--- config.mk ---
export PLATFORM = sky130hd
export DESIGN_NAME = ncme_ctrl
export DESIGN_NICKNAME = d
export VERILOG_FILES = /design/src/rtl/ncme_pkg.sv /design/src/rtl/ncme_ctrl.sv
export VERILOG_INCLUDE_DIRS = /design/src /design/src/rtl
export SDC_FILE = /design/constraint.sdc
export NUM_CORES = 1
export LEC_CHECK = 0
export BUFFER_PORTS_ARGS = -buffer_cell sky130_fd_sc_hd__buf_2
export CAP_MARGIN = 20
export CORE_MARGIN = 2
export CORE_UTILIZATION = 45
export DETAILED_ROUTE_END_ITERATION = 7
export PLACE_DENSITY = 0.71
export SYNTH_ARGS = -nofsm -noshare
export SYNTH_HDL_FRONTEND = slang
export SYNTH_SLANG_ARGS = --single-unit
--- constraint.sdc ---
create_clock -name clk_i -period 2.32 [get_ports clk_i]
set_clock_uncertainty 0.05 [all_clocks]
set_input_delay 0.116 -clock clk_i [delete_from_list [all_inputs] [get_ports clk_i]]
set_output_delay 0.116 -clock clk_i [all_outputs]
set_load 0.005 [all_outputs]
--- src/rtl/assert_macros.svh ---
// Assertion macros shared by the RTL files of the NFA engine.
// Each macro expands to one labeled concurrent assertion on clk_i.
`ifndef ASSERT_MACROS_SVH
`define ASSERT_MACROS_SVH

// Implication checked at every rising edge, disabled while in reset.
`define ASSERT_IMPL(label, ante, cons) \
  label: assert property (@(posedge clk_i) disable iff (!rst_ni) (ante) |-> (cons)) \
    else $error("assertion failed");

// Property checked at every rising edge, disabled while in reset.
`define ASSERT_ALWAYS(label, prop) \
  label: assert property (@(posedge clk_i) disable iff (!rst_ni) (prop)) \
    else $error("assertion failed");

`endif

--- src/rtl/ncme_pkg.sv ---
// Package of the NFA closure and move engine: codes and command types.
// No dependencies.
`default_nettype none
package ncme_pkg;
  typedef enum logic [1:0] {
    MODE_LOAD_STATE = 2'd0,
    MODE_LOAD_CLASS = 2'd1,
    MODE_START      = 2'd2,
    MODE_STEP       = 2'd3
  } mode_e;

  typedef enum logic [1:0] {
    EDGE_LITERAL = 2'd0,
    EDGE_EPSILON = 2'd1,
    EDGE_CLASS   = 2'd2,
    EDGE_NONE    = 2'd3
  } edge_e;

  // Commands from the controller to the datapath.
  typedef struct packed {
    logic load_state;   // write state table entry from input
    logic load_class;   // write class word from input
    logic capture;      // register the input item
    logic clear_next;   // clear the next set
    logic clear_act;    // clear the active set
    logic seed_start;   // put the start state into the active set
    logic commit_next;  // active set <= next set
    logic scan_rd;      // read table entry of scan index (and class word)
    logic scan_eval;    // evaluate move or push for the entry read last cycle
    logic scan_push;    // scan pushes active members (closure seeding)
    logic scan_inc;     // advance scan index
    logic scan_clr;     // reset scan index to zero
    logic pop_rd;       // pop stack top; its table entry is read next cycle
    logic pop_eval;     // follow epsilon edges of the popped entry
    logic rep_eval;     // update report from entry read last cycle
    logic rep_clr;      // clear report
  } dp_cmd_t;

  typedef struct packed {
    logic scan_last;    // scan index is at its last state
    logic stack_empty;  // no pending entries on the stack
    logic follow_busy;  // the second follow of an epsilon entry is pending
  } dp_sts_t;
endpackage
`default_nettype wire

--- src/rtl/ncme_ctrl.sv ---
// Controller state machine of the NFA engine: sequences load, move scan,
// closure and report phases. Depends on ncme_pkg.
`default_nettype none
`include "assert_macros.svh"
module ncme_ctrl import ncme_pkg::*; (
  input  wire logic       clk_i,
  input  wire logic       rst_ni,
  input  wire logic       in_valid_i,
  output logic            in_ready_o,
  input  wire logic [1:0] mode_i,
  output logic            out_valid_o,
  input  wire logic       out_ready_i,
  output dp_cmd_t         cmd_o,
  input  wire dp_sts_t    sts_i
);
  typedef enum logic [9:0] {
    S_IDLE   = 10'b0000000001,
    S_MRD    = 10'b0000000010,  // move scan: read entry
    S_MEV    = 10'b0000000100,  // move scan: evaluate
    S_CRD    = 10'b0000001000,  // closure seed scan: read
    S_CEV    = 10'b0000010000,  // closure seed scan: evaluate
    S_POP    = 10'b0000100000,  // pop stack
    S_PRD    = 10'b0001000000,  // read table entry of the popped state
    S_FOL    = 10'b0010000000,  // follow epsilon successors
    S_RRD    = 10'b0100000000,  // report scan: read / evaluate
    S_OUT    = 10'b1000000000
  } state_e;

  state_e state_q, state_d;
  logic   rep_ev_q, rep_ev_d;
  logic   rep_end_q, rep_end_d;

  always_ff @(posedge clk_i or negedge rst_ni) begin
    if (!rst_ni) begin
      state_q   <= S_IDLE;
      rep_ev_q  <= 1'b0;
      rep_end_q <= 1'b0;
    end else begin
      state_q   <= state_d;
      rep_ev_q  <= rep_ev_d;
      rep_end_q <= rep_end_d;
    end
  end

  assign in_ready_o  = (state_q == S_IDLE);
  assign out_valid_o = (state_q == S_OUT);

  always_comb begin
    state_d   = state_q;
    cmd_o     = '0;
    rep_ev_d  = 1'b0;
    rep_end_d = 1'b0;
    unique case (state_q)
      S_IDLE: begin
        if (in_valid_i) begin
          cmd_o.capture  = 1'b1;
          cmd_o.scan_clr = 1'b1;
          cmd_o.rep_clr  = 1'b1;
          unique case (mode_e'(mode_i))
            MODE_LOAD_STATE: begin
              cmd_o.load_state = 1'b1;
              state_d = S_RRD;
            end
            MODE_LOAD_CLASS: begin
              cmd_o.load_class = 1'b1;
              state_d = S_RRD;
            end
            MODE_START: begin
              cmd_o.seed_start = 1'b1;
              state_d = S_CRD;
            end
            MODE_STEP: begin
              cmd_o.clear_next = 1'b1;
              state_d = S_MRD;
            end
          endcase
        end
      end
      S_MRD: begin
        cmd_o.scan_rd = 1'b1;
        state_d = S_MEV;
      end
      S_MEV: begin
        cmd_o.scan_eval = 1'b1;
        if (sts_i.scan_last) begin
          cmd_o.scan_clr    = 1'b1;
          cmd_o.commit_next = 1'b1;
          state_d = S_CRD;
        end else begin
          cmd_o.scan_inc = 1'b1;
          state_d = S_MRD;
        end
      end
      S_CRD: begin
        cmd_o.scan_rd = 1'b1;
        state_d = S_CEV;
      end
      S_CEV: begin
        cmd_o.scan_eval = 1'b1;
        cmd_o.scan_push = 1'b1;
        if (sts_i.scan_last) begin
          cmd_o.scan_clr = 1'b1;
          state_d = S_POP;
        end else begin
          cmd_o.scan_inc = 1'b1;
          state_d = S_CRD;
        end
      end
      S_POP: begin
        if (sts_i.stack_empty) begin
          state_d = S_RRD;
        end else begin
          cmd_o.pop_rd = 1'b1;
          state_d = S_PRD;
        end
      end
      S_PRD: begin
        state_d = S_FOL;
      end
      S_FOL: begin
        if (rep_ev_q) begin
          // Second successor of the entry popped earlier.
          state_d = S_POP;
        end else begin
          cmd_o.pop_eval = 1'b1;
          rep_ev_d = sts_i.follow_busy;
          state_d  = sts_i.follow_busy ? S_FOL : S_POP;
        end
      end
      S_RRD: begin
        cmd_o.rep_eval = rep_ev_q;
        if (rep_end_q) begin
          // The last state was read in the previous cycle and is evaluated now.
          state_d = S_OUT;
        end else begin
          cmd_o.scan_rd = 1'b1;
          rep_ev_d      = 1'b1;
          if (sts_i.scan_last) begin
            rep_end_d = 1'b1;
          end else begin
            cmd_o.scan_inc = 1'b1;
          end
        end
      end
      S_OUT: begin
        if (out_ready_i) begin
          state_d = S_IDLE;
        end
      end
      default: state_d = S_IDLE;
    endcase
  end

  `ASSERT_ALWAYS(a_onehot, $onehot(state_q))
  `ASSERT_IMPL(a_out_hold, out_valid_o && !out_ready_i, ##1 out_valid_o)
endmodule
`default_nettype wire
==> results.json <==
{
  "run_status": "finished, final reports clean",
  "internal_power_uw": 553,
  "pwr_density_cell_nw_per_um2": 897,
  "timing_worst_setup_path_type": "reg2out",
  "synth_area_sq_um": 908,
  "synth_compound_gate_area_share_pct": 16.5,
  "min_delay_path_class": "in2reg",
  "worstSkewPairLatency_ns": 0.28,
  "regArea_sq_um": 302,
  "vdd_ir_drop_max_mv": 0.558,
  "gp_congestion": 0.807,
  "die-height_um": 48.9,
  "yosysTopAreaCell": "sky130_fd_sc_hd__dfrtp_1",
  "finalSetupViolCount": 0,
  "mappedNetlistNets": 118,
  "cts_made_buffers": 3,
  "crit_path_cell_trace": "nor2_2, nand3_2, or4b_4, a21oi_1, buf_2",
  "dominantRegCellSynth": "sky130_fd_sc_hd__dfrtp_1",
  "worst_setup_path_end_kind": "output port",
  "cp_num_cells": 5,
  "total_placed_instance_area_sq_um": 1030,
  "finalPower_uw": 979,
  "wl_met1_um": 948,
  "cts_max_path_buffers": 2,
  "post_synth_inst_count": 109,
  "global_route.usage.total_pct": 20.3,
  "first_pass_grt_wire_length_mm": 3.71,
  "muxShareOfSynthArea_pct": 1.10,
  "hold_path_startpoint": "sts_i[0]",
  "postCtsSetupBuffers": 0,
  "path_max_fanout": 6,
  "maxUsedRoutingLayer": "met4",
  "rsz0062_at_grt": "false",
  "r2r.worst_path.cells": 4,
  "synth_seq_area_share_pct": 33.2,
  "critical_path.startpoint_type": "register",
  "area_growth_syn_to_layout_pct": 20.2,
  "num_io_pins": 27,
  "critical_register_to_register_path_endpoint": "state_q[0]",
  "power.net_switching_uw": 426,
  "drive_gt1_share_pct": 28.1,
  "cts_htree_levels": 1,
  "clk_root_buffer_cell": "sky130_fd_sc_hd__clkbuf_4",
  "postSynthRegisterBits": 12,
  "netSwitchingFraction_pct": 43.5,
  "maxCapViolations": 0,
  "chipWidth_um": 48.9,
  "floorplan.initialDensity_pct": 46.8,
  "antenna-diode-count": 0,
  "timing.reg2reg.setup_slack_ns": 0.50,
  "rows": 16,
  "fraction_of_the_cycle_the_final_worst_path_needs_pct": 94.2,
  "synth_xor_area_share_pct": 1.93,
  "timing.hold.worst_path_depth": 3,
  "share_comb_of_total_power_pct": 50.0,
  "met3WireLength_um": 120,
  "worstPathRequired_ns": 2.15,
  "main_combinational_cell_family_by_area_after_synthesis": "simple AND/OR/NAND/NOR gates",
  "nFillCells": 182,
  "worst_path_top_cell_family_by_delay": "simple AND/OR/NAND/NOR gates",
  "gr-total-overflow": 0,
  "final_nets": 145,
  "port_buffers": 25,
  "postSynth.asyncResetShare_pct": 100,
  "timing.rr.start": "state_q[8]",
  "synth_top_area_share_pct": 30.3,
  "final-max-slew-violation-count": 0,
  "grt_pass1_vias": 827,
  "wirelength_mm": 2.16,
  "crit_buf_inv": 1,
  "max_freq_mhz": 458,
  "grt_start_max_net_pins": 18,
  "antenna_violating_nets_post_route": 0,
  "clock_tree_from_tritoncts": "yes",
  "core_area_sq_um": 1940,
  "drt-wirelength-per-cell_um": 13.3,
  "netlist-cell-type-count": 38,
  "clock_power_share_pct": 14.5,
  "cts.sinks": 12,
  "routed-via-count": 893,
  "drc": 0,
  "timing_hold_violations_final": 0,
  "ranking_of_synthesized_cells_by_area": "sky130_fd_sc_hd__dfrtp_1, sky130_fd_sc_hd__nor2_1, sky130_fd_sc_hd__nor3_1",
  "min_cycle_time_layout_ns": 2.18,
  "post-synth-top-count-cell": "sky130_fd_sc_hd__nor2_1",
  "drtPass1Iterations": 4,
  "yosys.area_share.simple_pct": 39.9,
  "part_of_the_total_power_dissipated_in_sequential_elements_pct": 35.5,
  "antenna_violations_before_repair": 0,
  "crit_arrival_ns": 2.02,
  "leakage_nw": 0.515,
  "post_synth_fa_ha_maj_area_fraction_pct": 0,
  "routed-wl-met2_mm": 1.06,
  "synth_commonest_cells": "sky130_fd_sc_hd__nor2_1, sky130_fd_sc_hd__dfrtp_1, sky130_fd_sc_hd__nor3_1",
  "vias_per_cell": 5.51,
  "path_clk_slew_ns": 0.08,
  "fp.dieArea_sq_um": 2390,
  "slowest_cell_on_crit_path": "sky130_fd_sc_hd__or4b_4",
  "synth_area_per_cell_sq_um": 8.33,
  "worst_hold_path.endpoint": "rep_ev_q",
  "multiInputGateArea_sq_um": 553,
  "layout.cell_area.non_filler_sq_um": 1090,
  "fin_tns_setup_ns": 0,
  "post_detail_place_hpwl_mm": 1.65,
  "yosys_warnings": 0,
  "critical_path.max_stage_delay_ns": 0.56,
  "synth_enable_flop_cells": 0,
  "detailed_route_iter0_violations": 29
}
## cells in the final DEF (no fill, tap or decap), types with 4 or more instances in the layout
cell / instances
sky130_fd_sc_hd__a21oi_1: 5
sky130_fd_sc_hd__buf_2: 25
sky130_fd_sc_hd__dfrtp_1: 11
sky130_fd_sc_hd__inv_1: 5
sky130_fd_sc_hd__nand2_1: 4
sky130_fd_sc_hd__nand2b_1: 4
sky130_fd_sc_hd__nand3_1: 4
sky130_fd_sc_hd__nor2_1: 11
sky130_fd_sc_hd__nor2b_1: 6
sky130_fd_sc_hd__nor3_1: 8
sky130_fd_sc_hd__nor3b_1: 5
sky130_fd_sc_hd__o21ai_1: 5
## area by class of cell
cell class                      count  share of cell area [%]
Clock buffer                        4                    2.41
Inverter                            6                    2.06
Multi-Input combinational cell     85                    50.6
Sequential cell                    12                    27.6
Tap cell                           27                    3.09
Timing Repair Buffer               28                    14.2
## metrics by stage
step	instances	hold WS (ns)	worst slack (ns)	util, %
3_5_place_dp	155	-0.0397	0.363	52.9
4_1_cts	162	0.0218	0.0437	55.8
5_1_grt	162	0.0407	0.00758	56.3
3_3_place_gp	155	-0.0410	0.374	52.9
2_1_floorplan	109	-0.230	0.634	-
6_report	162	0.0248	0.136	56.3
## worst min-delay path, stage by stage
cell	delay (ns)
sky130_fd_sc_hd__buf_2	0.10
sky130_fd_sc_hd__nand2b_1	0.06
sky130_fd_sc_hd__o21ai_1	0.05
## power by group through the flow
stage	clock network, mW	logic [mW]	registers, mW
2_1_floorplan	0	0.435	0.280
3_3_place_gp	0	0.482	0.345
3_5_place_dp	0	0.485	0.349
4_1_cts	0.147	0.491	0.344
5_1_grt	0.154	0.545	0.359
6_report	0.142	0.490	0.347
## sequential cells by signal, summed over array words and instances (netlist names)
signal / count
rep_ev_q: 1
state_q: 10
rep_end_q: 1
## layer usage
| metal | track usage [%] | vias up |
|---|---|---|
| li1 | - | 447 |
| met5 | 0 | - |
| met3 | 5.83 | 5 |
| met2 | 32.6 | 20 |
| met1 | 25.4 | 421 |
| met4 | 8.57 | 0 |
## cell families (layout without fill, tap and decap cells)
logic type / Yosys count / in the layout
simple gates: 60 / 60
compound gates: 21 / 21
flops: 12 / 12
buf+inv: 12 / 38
xor+xnor: 2 / 2
other cells: 1 / 1
mux: 1 / 1
## timing repair
| item | 4_1_cts | 5_1_grt |
|---|---|---|
| hold endpoints to repair | 14 | 0 |
| setup endpoints to repair | 0 | 2 |
| resized for setup | 0 | 2 |
| hold buffers | 3 | 0 |
## how the worst max path moves through the flow
stage	start	to	slack, ns
floorplan	state_q[8]	state_q[0]	0.63
global placement	state_q[2]	cmd_o[5]	0.37
detailed placement	state_q[5]	cmd_o[5]	0.36
CTS	state_q[5]	cmd_o[5]	0.04
global route	state_q[2]	cmd_o[5]	0.008
finish	state_q[2]	cmd_o[5]	0.14
Power figures use the tool's default switching activity.
